<file path="config.mk">
export PLATFORM = sky130hd
export DESIGN_NAME = line_sensor_position_pid_flat
export DESIGN_NICKNAME = d
export VERILOG_FILES = /design/src/rtl/lsp_pkg.sv /design/src/rtl/lsp_if.sv /design/src/rtl/lsp_div.sv /design/src/rtl/lsp_cal.sv /design/src/rtl/line_sensor_position_pid.sv /design/src/flat_wrapper.sv
export SDC_FILE = /design/constraint.sdc
export NUM_CORES = 2
export LEC_CHECK = 0
export ABC_AREA = 0
export CELL_PAD_IN_SITES_DETAIL_PLACEMENT = 1
export CELL_PAD_IN_SITES_GLOBAL_PLACEMENT = 2
export CORE_ASPECT_RATIO = 1.4
export CORE_MARGIN = 10
export CORE_UTILIZATION = 39
export CTS_BUF_LIST = sky130_fd_sc_hd__clkbuf_16
export CTS_CLUSTER_SIZE = 25
export DETAILED_ROUTE_END_ITERATION = 10
export DONT_BUFFER_PORTS = 1
export PLACE_DENSITY = 0.82
export SLEW_MARGIN = 20
export SYNTH_ARGS = -nofsm -noshare
export SYNTH_HDL_FRONTEND = slang
export SYNTH_HIERARCHICAL = 1
export SYNTH_SLANG_ARGS = --single-unit
</file>
<file path="constraint.sdc">
create_clock -name clk_i -period 9 [get_ports clk_i]
set_input_delay 0.9 -clock clk_i [delete_from_list [all_inputs] [get_ports clk_i]]
set_output_delay 0.9 -clock clk_i [all_outputs]
set_load 0.05 [all_outputs]
</file>
<file path="src/rtl/lsp_pkg.sv">
// shared types, constants and codes for the line sensor position pid block
`default_nettype none
package lsp_pkg;

  localparam int NUM_SENSORS  = 8;
  localparam int SAMPLE_BITS  = 10;
  localparam int IDX_W        = $clog2(NUM_SENSORS);
  localparam int FULL_SCALE   = 1000;
  localparam int VAL_W        = 11;
  localparam int NUM_W        = 20;
  localparam int DIV_W        = 25;
  localparam int QUO_W        = 12;
  localparam int CNT_W        = 4;
  localparam int NORM_STEPS   = 10;
  localparam int CENT_STEPS   = 12;
  localparam int WS_W         = 26;
  localparam int SUM_W        = 14;
  localparam int MUL_W        = 17;
  localparam int PROD_W       = 34;
  localparam int ACC_W        = 36;
  localparam int POS_W        = 13;
  localparam int OUT_W        = 16;
  localparam int DRV_W        = 9;
  localparam int OUT_LIMIT    = 32767;

  // operation codes
  localparam logic [2:0] FUNC_CAL   = 3'd0;
  localparam logic [2:0] FUNC_FIN   = 3'd1;
  localparam logic [2:0] FUNC_TRACK = 3'd2;
  localparam logic [2:0] FUNC_POS   = 3'd3;
  localparam logic [2:0] FUNC_CLEAR = 3'd4;

  // register indexes
  localparam logic [2:0] REG_GAIN_P    = 3'd0;
  localparam logic [2:0] REG_GAIN_I    = 3'd1;
  localparam logic [2:0] REG_GAIN_D    = 3'd2;
  localparam logic [2:0] REG_BASE      = 3'd3;
  localparam logic [2:0] REG_DRV_LIM   = 3'd4;
  localparam logic [2:0] REG_INT_LIM   = 3'd5;
  localparam logic [2:0] REG_MIN_SPAN  = 3'd6;

  // sensor weights, left to right
  localparam logic signed [POS_W-1:0] WEIGHTS [NUM_SENSORS] =
    '{-13'sd3500, -13'sd2500, -13'sd1500, -13'sd500,
      13'sd500, 13'sd1500, 13'sd2500, 13'sd3500};

  typedef logic [SAMPLE_BITS-1:0] sample_t;
  typedef sample_t [NUM_SENSORS-1:0] sample_arr_t;

  typedef struct packed {
    sample_t smin;
    sample_t span;
    logic    valid;
  } cal_rd_t;

endpackage
`default_nettype wire

</file>
<file path="src/rtl/lsp_if.sv">
// request, result and register write channel interfaces
`default_nettype none
interface lsp_req_if;
  logic       valid;
  logic       ready;
  logic [2:0] func;
  logic [9:0] sample_0;
  logic [9:0] sample_1;
  logic [9:0] sample_2;
  logic [9:0] sample_3;
  logic [9:0] sample_4;
  logic [9:0] sample_5;
  logic [9:0] sample_6;
  logic [9:0] sample_7;
  modport source (output valid, func, sample_0, sample_1, sample_2, sample_3,
                  sample_4, sample_5, sample_6, sample_7, input ready);
  modport sink (input valid, func, sample_0, sample_1, sample_2, sample_3,
                sample_4, sample_5, sample_6, sample_7, output ready);
endinterface

interface lsp_res_if;
  logic               valid;
  logic               ready;
  logic signed [12:0] position;
  logic signed [15:0] line_output;
  logic signed [8:0]  left_drive;
  logic signed [8:0]  right_drive;
  logic [7:0]         valid_mask;
  logic               calibrated;
  modport source (output valid, position, line_output, left_drive, right_drive,
                  valid_mask, calibrated, input ready);
  modport sink (input valid, position, line_output, left_drive, right_drive,
                valid_mask, calibrated, output ready);
endinterface

interface lsp_cfg_if;
  logic        valid;
  logic        ready;
  logic [2:0]  index;
  logic [15:0] data;
  modport source (output valid, index, data, input ready);
  modport sink (input valid, index, data, output ready);
endinterface
`default_nettype wire

</file>
<file path="src/rtl/lsp_div.sv">
// iterative restoring divider, one quotient bit per cycle
`default_nettype none
module lsp_div
  import lsp_pkg::*;
(
  input  logic             clk_i,
  input  logic             rst_ni,
  input  logic             start_i,
  input  logic [DIV_W-1:0] dividend_i,
  input  logic [DIV_W-1:0] divisor_i,   // already aligned to the top quotient bit
  input  logic [CNT_W-1:0] steps_i,
  output logic             busy_o,
  output logic             done_o,
  output logic [QUO_W-1:0] quotient_o
);

  logic [DIV_W-1:0] rem_q, dsh_q;
  logic [QUO_W-1:0] quo_q;
  logic [CNT_W-1:0] cnt_q;
  logic             busy_q, done_q;
  logic             ge;

  assign ge = rem_q >= dsh_q;

  always_ff @(posedge clk_i or negedge rst_ni) begin
    if (!rst_ni) begin
      busy_q <= 1'b0;
      done_q <= 1'b0;
      cnt_q  <= '0;
    end else begin
      done_q <= 1'b0;
      if (start_i) begin
        busy_q <= 1'b1;
        cnt_q  <= steps_i;
      end else if (busy_q) begin
        cnt_q <= cnt_q - 1'b1;
        if (cnt_q == CNT_W'(1)) begin
          busy_q <= 1'b0;
          done_q <= 1'b1;
        end
      end
    end
  end

  always_ff @(posedge clk_i) begin
    if (start_i) begin
      rem_q <= dividend_i;
      dsh_q <= divisor_i;
      quo_q <= '0;
    end else if (busy_q) begin
      if (ge) rem_q <= rem_q - dsh_q;
      quo_q <= {quo_q[QUO_W-2:0], ge};
      dsh_q <= dsh_q >> 1;
    end
  end

  assign busy_o     = busy_q;
  assign done_o     = done_q;
  assign quotient_o = quo_q;

  a_done_after_busy: assert property (@(posedge clk_i) disable iff (!rst_ni)
    done_o |-> $past(busy_q)) else $error("divider done without work");
  a_no_restart: assert property (@(posedge clk_i) disable iff (!rst_ni)
    busy_q |-> !start_i) else $error("divider restarted while busy");
  a_done_pulse: assert property (@(posedge clk_i) disable iff (!rst_ni)
    done_o |=> !done_o) else $error("divider done held");

endmodule
`default_nettype wire

</file>
<file path="src/rtl/lsp_cal.sv">
// per-sensor calibration store: running min/max, span and valid bits
`default_nettype none
module lsp_cal
  import lsp_pkg::*;
(
  input  logic             clk_i,
  input  logic             rst_ni,
  input  logic             upd_i,
  input  logic [2:0]       func_i,
  input  sample_arr_t      raw_i,
  input  logic [9:0]       min_span_i,
  input  logic [IDX_W-1:0] rd_idx_i,
  output cal_rd_t          rd_o,
  output logic [7:0]       valid_mask_o,
  output logic             calibrated_o
);

  sample_t                 min_q [NUM_SENSORS];
  sample_t                 max_q [NUM_SENSORS];
  sample_t                 span_q [NUM_SENSORS];
  logic [NUM_SENSORS-1:0]  valid_q;
  logic                    cal_q;
  sample_t                 fin_span [NUM_SENSORS];
  logic [NUM_SENSORS-1:0]  fin_ok;

  always_comb begin
    for (int i = 0; i < NUM_SENSORS; i++) begin
      fin_span[i] = '0;
      fin_ok[i]   = 1'b0;
      if (max_q[i] >= min_q[i]) begin
        fin_span[i] = max_q[i] - min_q[i];
        fin_ok[i]   = (fin_span[i] != '0) && (fin_span[i] >= min_span_i);
      end
    end
  end

  always_ff @(posedge clk_i or negedge rst_ni) begin
    if (!rst_ni) begin
      for (int i = 0; i < NUM_SENSORS; i++) begin
        min_q[i]  <= '1;
        max_q[i]  <= '0;
        span_q[i] <= '0;
      end
      valid_q <= '0;
      cal_q   <= 1'b0;
    end else if (upd_i) begin
      if (func_i == FUNC_CAL) begin
        for (int i = 0; i < NUM_SENSORS; i++) begin
          if (raw_i[i] < min_q[i]) min_q[i] <= raw_i[i];
          if (raw_i[i] > max_q[i]) max_q[i] <= raw_i[i];
        end
      end else if (func_i == FUNC_FIN) begin
        for (int i = 0; i < NUM_SENSORS; i++) begin
          span_q[i] <= fin_ok[i] ? fin_span[i] : '0;
        end
        valid_q <= fin_ok;
        cal_q   <= 1'b1;
      end
    end
  end

  assign rd_o         = '{smin: min_q[rd_idx_i], span: span_q[rd_idx_i],
                          valid: valid_q[rd_idx_i]};
  assign valid_mask_o = valid_q[7:0];
  assign calibrated_o = cal_q;

endmodule
`default_nettype wire

</file>
<file path="src/rtl/line_sensor_position_pid.sv">
// top level: sequencer, shared multiplier and pid datapath of the line sensor
//
//  channel   | dir | handshake        | payload
//  req_i     | in  | valid / ready    | func, sample_0..sample_7
//  res_o     | out | valid / ready    | position, line_output, drives, valid_mask, calibrated
//  cfg_i     | in  | valid / ready    | index, data (register write)
//
// calibrate, finish, clear and unused codes: straight from idle to done and the result register
// position only: per sensor multiply, check, divide if needed, weight multiply, add; then centroid division
// track: position plus pid steps error, p, i, d, sum, round, drive; p, i, d use the shared 17x17 multiplier
// the iterative divider (one quotient bit a cycle) takes most of the time
// reset restores gains and calibration store at once, no clearing pass
// a request is taken while the previous result still waits in res_o
`default_nettype none
module line_sensor_position_pid
  import lsp_pkg::*;
(
  input  logic clk_i,
  input  logic rst_ni,
  lsp_req_if.sink   req_i,
  lsp_res_if.source res_o,
  lsp_cfg_if.sink   cfg_i
);

  typedef enum logic [15:0] {
    S_IDLE = 16'h0001, S_NMUL = 16'h0002, S_NCHK = 16'h0004, S_NDIV = 16'h0008,
    S_AMUL = 16'h0010, S_AADD = 16'h0020, S_CENT = 16'h0040, S_CDIV = 16'h0080,
    S_PERR = 16'h0100, S_MP   = 16'h0200, S_MI   = 16'h0400, S_MD   = 16'h0800,
    S_SUM  = 16'h1000, S_RND  = 16'h2000, S_DRV  = 16'h4000, S_DONE = 16'h8000
  } state_e;

  state_e state_q, state_d;

  // configuration registers
  logic [15:0] gain_p_q, gain_i_q, gain_d_q;
  logic [7:0]  base_q, drv_lim_q;
  logic [14:0] int_lim_q;
  logic [9:0]  min_span_q;

  // request capture
  logic [2:0]       func_q;
  sample_arr_t      raw_q, raw_in;
  logic [IDX_W-1:0] idx_q;
  logic             req_acc;

  // datapath
  logic signed [WS_W-1:0]   ws_q;
  logic [SUM_W-1:0]         s_q;
  logic [VAL_W-1:0]         val_q;
  logic signed [PROD_W-1:0] prod_q, prod_d;
  logic signed [ACC_W-1:0]  acc_q;
  logic signed [POS_W-1:0]  pos_q;
  logic signed [OUT_W-1:0]  lo_q;
  logic signed [DRV_W-1:0]  left_q, right_q;

  // pid state
  logic signed [15:0]      integ_q;
  logic signed [POS_W-1:0] prev_q;
  logic signed [13:0]      e_q;
  logic signed [14:0]      d_q;

  // shared multiplier operands
  logic signed [MUL_W-1:0] mul_a, mul_b;

  // calibration store
  cal_rd_t    rd;
  logic [7:0] vmask;
  logic       calib;

  // divider
  logic             div_start, div_busy, div_done;
  logic [DIV_W-1:0] div_num, div_den;
  logic [CNT_W-1:0] div_steps;
  logic [QUO_W-1:0] div_q;

  // result register, calibration status is frozen with the rest
  logic                    out_valid_q;
  logic signed [POS_W-1:0] r_pos_q;
  logic signed [OUT_W-1:0] r_lo_q;
  logic signed [DRV_W-1:0] r_left_q, r_right_q;
  logic [7:0]              r_mask_q;
  logic                    r_cal_q;

  // normalization helpers
  logic [SAMPLE_BITS-1:0] diff;
  logic [NUM_W-1:0]       num;
  logic                   skip_sensor, clamp_hi;
  logic [WS_W-2:0]        ws_abs;

  // pid helpers
  logic signed [13:0]  e_new;
  logic signed [14:0]  d_new;
  logic signed [17:0]  isum, ilim;
  logic signed [15:0]  integ_new;
  logic signed [ACC_W-9:0] rnd;
  logic signed [17:0]  lsum, rsum, dlim;

  assign raw_in = {req_i.sample_7, req_i.sample_6, req_i.sample_5, req_i.sample_4,
                   req_i.sample_3, req_i.sample_2, req_i.sample_1, req_i.sample_0};

  assign req_i.ready = (state_q == S_IDLE);
  assign req_acc     = req_i.valid && req_i.ready;
  assign cfg_i.ready = 1'b1;

  lsp_cal u_cal (
    .clk_i, .rst_ni,
    .upd_i        (req_acc),
    .func_i       (req_i.func),
    .raw_i        (raw_in),
    .min_span_i   (min_span_q),
    .rd_idx_i     (idx_q),
    .rd_o         (rd),
    .valid_mask_o (vmask),
    .calibrated_o (calib)
  );

  // normalize: ((raw-min)*1000 + span/2) / span, quotient >= 1024 clamps early
  assign diff        = raw_q[idx_q] - rd.smin;
  assign num         = prod_q[NUM_W-1:0] + NUM_W'(rd.span >> 1);
  assign skip_sensor = !rd.valid || (rd.span == '0) || (raw_q[idx_q] <= rd.smin);
  assign clamp_hi    = num >= {rd.span, 10'b0};
  assign ws_abs      = ws_q[WS_W-1] ? (WS_W-1)'(-ws_q) : ws_q[WS_W-2:0];

  always_comb begin
    div_start = 1'b0;
    div_num   = '0;
    div_den   = '0;
    div_steps = '0;
    if (state_q == S_NCHK && !skip_sensor && !clamp_hi) begin
      div_start = 1'b1;
      div_num   = DIV_W'(num);
      div_den   = DIV_W'({rd.span, 9'b0});
      div_steps = CNT_W'(NORM_STEPS);
    end else if (state_q == S_CENT && s_q != '0) begin
      div_start = 1'b1;
      div_num   = DIV_W'(ws_abs);
      div_den   = DIV_W'({s_q, 11'b0});
      div_steps = CNT_W'(CENT_STEPS);
    end
  end

  lsp_div u_div (
    .clk_i, .rst_ni,
    .start_i    (div_start),
    .dividend_i (div_num),
    .divisor_i  (div_den),
    .steps_i    (div_steps),
    .busy_o     (div_busy),
    .done_o     (div_done),
    .quotient_o (div_q)
  );

  // one multiplier, operands picked by the sequencer step
  always_comb begin
    mul_a = '0;
    mul_b = '0;
    unique case (state_q)
      S_NMUL: begin
        mul_a = MUL_W'(diff);
        mul_b = MUL_W'(FULL_SCALE);
      end
      S_AMUL: begin
        mul_a = MUL_W'(val_q);
        mul_b = MUL_W'(WEIGHTS[idx_q]);
      end
      S_MP: begin
        mul_a = MUL_W'(gain_p_q);
        mul_b = MUL_W'(e_q);
      end
      S_MI: begin
        mul_a = MUL_W'(gain_i_q);
        mul_b = MUL_W'(integ_q);
      end
      S_MD: begin
        mul_a = MUL_W'(gain_d_q);
        mul_b = MUL_W'(d_q);
      end
      default: ;
    endcase
  end
  assign prod_d = mul_a * mul_b;

  // pid error terms with integral clamp
  assign e_new     = -14'(pos_q);
  assign d_new     = 15'(e_new) - 15'(prev_q);
  assign isum      = 18'(integ_q) + 18'(e_new);
  assign ilim      = 18'(int_lim_q);
  assign integ_new = (isum > ilim) ? 16'(ilim) : (isum < -ilim) ? 16'(-ilim) : 16'(isum);

  // q8 rounding is an arithmetic shift after adding one half
  assign rnd  = (ACC_W-8)'((acc_q + ACC_W'(128)) >>> 8);
  assign lsum = 18'(base_q) + 18'(lo_q);
  assign rsum = 18'(base_q) - 18'(lo_q);
  assign dlim = 18'(drv_lim_q);

  always_comb begin
    state_d = state_q;
    unique case (state_q)
      S_IDLE: if (req_acc) begin
        state_d = (req_i.func == FUNC_TRACK || req_i.func == FUNC_POS) ? S_NMUL : S_DONE;
      end
      S_NMUL: state_d = S_NCHK;
      S_NCHK: state_d = div_start ? S_NDIV : S_AMUL;
      S_NDIV: if (div_done) state_d = S_AMUL;
      S_AMUL: state_d = S_AADD;
      S_AADD: state_d = (idx_q == IDX_W'(NUM_SENSORS - 1)) ? S_CENT : S_NMUL;
      S_CENT: begin
        if (div_start) state_d = S_CDIV;
        else state_d = (func_q == FUNC_TRACK) ? S_PERR : S_DONE;
      end
      S_CDIV: if (div_done) state_d = (func_q == FUNC_TRACK) ? S_PERR : S_DONE;
      S_PERR: state_d = S_MP;
      S_MP:   state_d = S_MI;
      S_MI:   state_d = S_MD;
      S_MD:   state_d = S_SUM;
      S_SUM:  state_d = S_RND;
      S_RND:  state_d = S_DRV;
      S_DRV:  state_d = S_DONE;
      S_DONE: if (!out_valid_q) state_d = S_IDLE;
      default: state_d = S_IDLE;
    endcase
  end

  always_ff @(posedge clk_i or negedge rst_ni) begin
    if (!rst_ni) begin
      state_q     <= S_IDLE;
      out_valid_q <= 1'b0;
      gain_p_q    <= 16'd131;
      gain_i_q    <= 16'd0;
      gain_d_q    <= 16'd287;
      base_q      <= 8'd150;
      drv_lim_q   <= 8'd255;
      int_lim_q   <= 15'd3000;
      min_span_q  <= 10'd40;
      integ_q     <= '0;
      prev_q      <= '0;
    end else begin
      state_q <= state_d;
      if (cfg_i.valid) begin
        unique case (cfg_i.index)
          REG_GAIN_P:   gain_p_q   <= cfg_i.data;
          REG_GAIN_I:   gain_i_q   <= cfg_i.data;
          REG_GAIN_D:   gain_d_q   <= cfg_i.data;
          REG_BASE:     base_q     <= cfg_i.data[7:0];
          REG_DRV_LIM:  drv_lim_q  <= cfg_i.data[7:0];
          REG_INT_LIM:  int_lim_q  <= cfg_i.data[14:0];
          REG_MIN_SPAN: min_span_q <= cfg_i.data[9:0];
          default: ;
        endcase
      end
      if (req_acc && req_i.func == FUNC_CLEAR) begin
        integ_q <= '0;
        prev_q  <= '0;
      end
      if (state_q == S_PERR) begin
        integ_q <= integ_new;
        prev_q  <= e_new[POS_W-1:0];
      end
      if (res_o.valid && res_o.ready) out_valid_q <= 1'b0;
      if (state_q == S_DONE && !out_valid_q) out_valid_q <= 1'b1;
    end
  end

  always_ff @(posedge clk_i) begin
    prod_q <= prod_d;
    if (req_acc) begin
      func_q  <= req_i.func;
      raw_q   <= raw_in;
      idx_q   <= '0;
      ws_q    <= '0;
      s_q     <= '0;
      pos_q   <= '0;
      lo_q    <= '0;
      left_q  <= '0;
      right_q <= '0;
    end
    if (state_q == S_NCHK) begin
      if (skip_sensor) val_q <= '0;
      else if (clamp_hi) val_q <= VAL_W'(FULL_SCALE);
    end
    if (state_q == S_NDIV && div_done) begin
      val_q <= (div_q > QUO_W'(FULL_SCALE)) ? VAL_W'(FULL_SCALE) : div_q[VAL_W-1:0];
    end
    if (state_q == S_AADD) begin
      ws_q  <= ws_q + prod_q[WS_W-1:0];
      s_q   <= s_q + SUM_W'(val_q);
      idx_q <= idx_q + 1'b1;
    end
    if (state_q == S_CDIV && div_done) begin
      pos_q <= ws_q[WS_W-1] ? -POS_W'(div_q) : POS_W'(div_q);
    end
    if (state_q == S_PERR) begin
      e_q <= e_new;
      d_q <= d_new;
    end
    if (state_q == S_MI) acc_q <= ACC_W'(prod_q);
    if (state_q == S_MD || state_q == S_SUM) acc_q <= acc_q + ACC_W'(prod_q);
    if (state_q == S_RND) begin
      if (rnd > (ACC_W-7)'(OUT_LIMIT)) lo_q <= OUT_W'(OUT_LIMIT);
      else if (rnd < -(ACC_W-7)'(OUT_LIMIT)) lo_q <= -OUT_W'(OUT_LIMIT);
      else lo_q <= OUT_W'(rnd);
    end
    if (state_q == S_DRV) begin
      left_q  <= (lsum > dlim) ? DRV_W'(dlim) : (lsum < -dlim) ? DRV_W'(-dlim) : DRV_W'(lsum);
      right_q <= (rsum > dlim) ? DRV_W'(dlim) : (rsum < -dlim) ? DRV_W'(-dlim) : DRV_W'(rsum);
    end
    if (state_q == S_DONE && !out_valid_q) begin
      r_pos_q   <= pos_q;
      r_lo_q    <= lo_q;
      r_left_q  <= left_q;
      r_right_q <= right_q;
      r_mask_q  <= vmask;
      r_cal_q   <= calib;
    end
  end

  assign res_o.valid       = out_valid_q;
  assign res_o.position    = r_pos_q;
  assign res_o.line_output = r_lo_q;
  assign res_o.left_drive  = r_left_q;
  assign res_o.right_drive = r_right_q;
  assign res_o.valid_mask  = r_mask_q;
  assign res_o.calibrated  = r_cal_q;

  a_res_from_done: assert property (@(posedge clk_i) disable iff (!rst_ni)
    $rose(out_valid_q) |-> $past(state_q == S_DONE)) else $error("result without done");
  a_div_in_wait: assert property (@(posedge clk_i) disable iff (!rst_ni)
    div_busy |-> (state_q == S_NDIV || state_q == S_CDIV)) else $error("divider orphaned");
  a_cal_sticky: assert property (@(posedge clk_i) disable iff (!rst_ni)
    !$fell(calib)) else $error("calibrated flag dropped");

endmodule
`default_nettype wire

</file>
<file path="src/flat_wrapper.sv">
// flat-port wrapper written by rule: the top's interface ports become plain ports
module line_sensor_position_pid_flat import lsp_pkg::*;
  (clk_i, rst_ni, req_i_valid, req_i_func, req_i_sample_0, req_i_sample_1, req_i_sample_2, req_i_sample_3, req_i_sample_4, req_i_sample_5, req_i_sample_6, req_i_sample_7, req_i_ready, res_o_valid, res_o_position, res_o_line_output, res_o_left_drive, res_o_right_drive, res_o_valid_mask, res_o_calibrated, res_o_ready, cfg_i_valid, cfg_i_index, cfg_i_data, cfg_i_ready);
  lsp_req_if req_i_i ();
  lsp_res_if res_o_i ();
  lsp_cfg_if cfg_i_i ();
  input  logic clk_i;
  input  logic rst_ni;
  input wire logic [$bits(req_i_i.valid)-1:0] req_i_valid;
  input wire logic [$bits(req_i_i.func)-1:0] req_i_func;
  input wire logic [$bits(req_i_i.sample_0)-1:0] req_i_sample_0;
  input wire logic [$bits(req_i_i.sample_1)-1:0] req_i_sample_1;
  input wire logic [$bits(req_i_i.sample_2)-1:0] req_i_sample_2;
  input wire logic [$bits(req_i_i.sample_3)-1:0] req_i_sample_3;
  input wire logic [$bits(req_i_i.sample_4)-1:0] req_i_sample_4;
  input wire logic [$bits(req_i_i.sample_5)-1:0] req_i_sample_5;
  input wire logic [$bits(req_i_i.sample_6)-1:0] req_i_sample_6;
  input wire logic [$bits(req_i_i.sample_7)-1:0] req_i_sample_7;
  output wire logic [$bits(req_i_i.ready)-1:0] req_i_ready;
  output wire logic [$bits(res_o_i.valid)-1:0] res_o_valid;
  output wire logic [$bits(res_o_i.position)-1:0] res_o_position;
  output wire logic [$bits(res_o_i.line_output)-1:0] res_o_line_output;
  output wire logic [$bits(res_o_i.left_drive)-1:0] res_o_left_drive;
  output wire logic [$bits(res_o_i.right_drive)-1:0] res_o_right_drive;
  output wire logic [$bits(res_o_i.valid_mask)-1:0] res_o_valid_mask;
  output wire logic [$bits(res_o_i.calibrated)-1:0] res_o_calibrated;
  input wire logic [$bits(res_o_i.ready)-1:0] res_o_ready;
  input wire logic [$bits(cfg_i_i.valid)-1:0] cfg_i_valid;
  input wire logic [$bits(cfg_i_i.index)-1:0] cfg_i_index;
  input wire logic [$bits(cfg_i_i.data)-1:0] cfg_i_data;
  output wire logic [$bits(cfg_i_i.ready)-1:0] cfg_i_ready;
  assign req_i_i.valid = req_i_valid;
  assign req_i_i.func = req_i_func;
  assign req_i_i.sample_0 = req_i_sample_0;
  assign req_i_i.sample_1 = req_i_sample_1;
  assign req_i_i.sample_2 = req_i_sample_2;
  assign req_i_i.sample_3 = req_i_sample_3;
  assign req_i_i.sample_4 = req_i_sample_4;
  assign req_i_i.sample_5 = req_i_sample_5;
  assign req_i_i.sample_6 = req_i_sample_6;
  assign req_i_i.sample_7 = req_i_sample_7;
  assign req_i_ready = req_i_i.ready;
  assign res_o_valid = res_o_i.valid;
  assign res_o_position = res_o_i.position;
  assign res_o_line_output = res_o_i.line_output;
  assign res_o_left_drive = res_o_i.left_drive;
  assign res_o_right_drive = res_o_i.right_drive;
  assign res_o_valid_mask = res_o_i.valid_mask;
  assign res_o_calibrated = res_o_i.calibrated;
  assign res_o_i.ready = res_o_ready;
  assign cfg_i_i.valid = cfg_i_valid;
  assign cfg_i_i.index = cfg_i_index;
  assign cfg_i_i.data = cfg_i_data;
  assign cfg_i_ready = cfg_i_i.ready;
  line_sensor_position_pid u_core (.clk_i(clk_i), .rst_ni(rst_ni), .req_i(req_i_i), .res_o(res_o_i), .cfg_i(cfg_i_i));
endmodule
</file>
==> impl_metrics.toml <==
[logic_synthesis]
synth_compound_area_share_pct = 15.4
yosys-top-cells-area = "edfxtp_1 (17%), ha_1 (14%), dfrtp_1 (11%)"
seq_area_frac_synth_pct = 33.6
yosys.area_share.simple_pct = 13.5
ys_ff_latch = 791
synthFlopType = "edfxtp_1"
synth_top_family_by_area = "adder cells"
synth.most_common_cell = "inv_1"
synth_edf_count = 355
async_reset_ff_share_pct = 49.3
synth-xor-area-share_pct = 3.90
synth_fa_ha_area_share_pct = 20.8
yosysTopAreaCellShare_pct = 16.7
synth_area_sq_mm = 0.0640
synth_area_leader_cell = "edfxtp_1"
muxShareOfSynthArea_pct = 7.29
syn_area_per_cell_sq_um = 9.86
ys_warn_count = 6
syn_inst = 6494
synth.distinct_cells = 119
synthTopCellsByCount = "inv_1 (705), ha_1 (703), nand2_1 (478), nor2_1 (444), edfxtp_1 (355)"

[detailed_routing]
viasPerCell = 5.84
ant_nets = 0
wl_um = 237000
drtPass1Iterations = 8
wl_per_cell_um = 26.5
drc = 0
drt-initial-drc-count = 3049
num_vias = 52198

[setup_path]
cp_max_fo = 5
critPathSlowestCell = "fa_1"
cpMostUsedCell = "fa_1"
required_ps = 9580
criticalPathCategory = "register to register"
endpoint_kind = "register"
arrival_ps = 9640
critPathLaunchType = "register"
slowest_delay_ps = 530

[placement]
dp_cells = 8717
hpwl_um = 188000
dpl_cell_area_sq_mm = 0.0684
routabilityCongestion = 0.952
portBuffers = 0

[clocking]
clockRootBuffer = "clkbuf_16"
htreeDepth = 3
clk_latency_ps = 770
cts.path.max_buffers = 3
cts_inserted_buffers = 91
clk_pin_slew_ps = 70
tritoncts = "done"
clock_sinks = 791

[die]
ios = 166
rows = 175
fp.dieArea_sq_mm = 0.181
start_util_pct = 39.3
chipHeight_um = 499
die_w_um = 362
core-area_sq_mm = 0.163

[timing]
fmax_ghz = 0.110
whs_ps = 28.0
min_period_over_period_pct = 101
fin_crit_ps = 9050
slew_headroom_pct = 20.2
fin_worst_skew_ps = 80.1
worst_pin_slew_ps = 1170
maxSlewViolCount = 0
timing.final.ws_setup_ps = -53.8
rsz0062_at_grt = "true"
setup_viol = 1
final_hold_viol_count = 0

[grt]
grt_pass1_wl_um = 352000
overflow = 0
grt_max_degree = 280
grt_pass1_vias = 56192
antenna_found_initial = 14
grt_use_total_pct = 25.5

[outcome]
status = "finished, violations left"
violations = "negative setup slack"

[finish]
finalInstanceArea_sq_mm = 0.0724
utilization_pct = 44.5
drive_gt1_share_pct = 15.9
fin_nets = 7761
syn_to_final_growth_pct = 13.2
fill_cells = 18372
finalNonFillerCells = 8936

[hold_path]
hold_path_class = "primary input to async pin"

[power]
p_leak_uw = 0.0318
ir_drop_v = 0.000206
p_per_area_mw_per_mm2 = 294

[run]
maxCapViolCount = 0
layer usage:
layer	track usage, %	wire length (um)	up-vias
met1	27.2	87400	26496
li1	-	-	23789
met2	46.9	122000	1344
met5	0	36	-
met3	3.93	11100	563
met4	15.2	16100	6
stage by stage:
stage | total power (uW) | TNS (ps) | worst slack, ps
final | 21300 | -53.8 | -53.8
after global routing | 22600 | -1620 | -324
after CTS | 21100 | 0 | 9.84
after detailed placement | 17000 | -3920 | -624
after global placement | 16500 | -2150 | -545
after floorplan | 13000 | 0 | 9.21
final timing paths:
path / start / end / slack, ps / depth (start not counted)
worst max-delay path: u_core/idx_q[0]$_SDFFCE_PP0P_ / u_core/prod_q[33]$_DFF_P_ / -50 / 35
worst min-delay path: rst_ni / u_core/u_cal/max_q[18]$_DFFE_PN0P_ / 30 / 1
worst max register to register: u_core/idx_q[0]$_SDFFCE_PP0P_ / u_core/prod_q[33]$_DFF_P_ / -50 / 35
worst min register to register: u_core/right_q[6]$_SDFFCE_PN0P_ / u_core/res_o.right_drive[6]$_DFFE_PP_ / 420 / 0
max in group asynchronous: rst_ni / u_core/int_lim_q[14]$_DFFE_PN0P_ / 7240 / 3
min in group clk_i: res_o_ready / u_core/res_o.valid$_DFFE_PN0P_ / 230 / 1
flip-flops by register name, indices dropped and copies added, names as in the netlist, 15 cells and up:
register / count
u_core/prod_q: 34
u_core/u_cal/min_q: 80
u_core/u_cal/max_q: 80
u_core/acc_q: 36
u_core/state_q: 16
u_core/gain_i_q: 16
u_core/ws_q: 26
u_core/res_o.line_output: 16
u_core/u_cal/span_q: 80
u_core/raw_q: 80
u_core/u_div/dsh_q: 25
u_core/lo_q: 16
u_core/u_div/rem_q: 25
u_core/gain_d_q: 16
u_core/int_lim_q: 15
u_core/integ_q: 16
u_core/d_q: 15
u_core/gain_p_q: 16
cells in the final DEF, fill, tap and decap left out, types with 61 or more instances in the layout:
master     instances
and3_1            64
mux4_2            62
nand2_1          465
mux2_2           237
edfxtp_1         355
o21ai_0          330
dfrtp_1          279
nand4_1           83
xnor2_1          180
nand3_1          152
clkbuf_16         92
fa_1             214
a22o_1            78
dfstp_2          111
nor2b_1           74
a21oi_1          248
o21a_1           103
a21o_1           144
xor2_1           102
nor2_1           428
inv_1            709
a211oi_1          61
ha_1             691
nor3_1           115
nand2b_1          85
buf_4            285
timing repair:
item,in CTS,in global routing
hold buffers,4,0
buffers inserted,9,23
pin swaps,48,90
gates resized for setup,69,84
endpoints found under the setup margin,16,15
endpoints found under the hold margin,279,0
cell type report:
type	count	area [sq um]	area share [%]
Antenna cell	9	22.5	0.0311
Clock buffer	92	2300	3.18
Clock inverter	80	771	1.06
Inverter	711	2680	3.70
Multi-Input combinational cell	4805	39700	54.9
Sequential cell	791	21500	29.6
Tap cell	2124	2660	3.67
Timing Repair Buffer	324	2790	3.85
worst max-delay path: cells and delay by family (launching register included):
family / cells / cell delay [ps]
mux: 2 / 780
flops: 1 / 390
simple gates: 3 / 260
xor+xnor: 1 / 80
compound gates: 12 / 2750
fa+ha+maj: 9 / 3720
buf+inv: 8 / 900
power breakdown:
group          switching, uW  internal (uW)  total (uW)
registers                917           4820        5730
clock network           1720           2150        3870
logic                   6960           4700       11700
logic make-up after synthesis:
kind of cell | Yosys count
xor+xnor | 284
fa+ha+maj | 930
buf+inv | 908
compound gates | 1455
simple gates | 1765
other cells | 2
flops | 791
mux | 359
(Power assumes the default switching activity.)
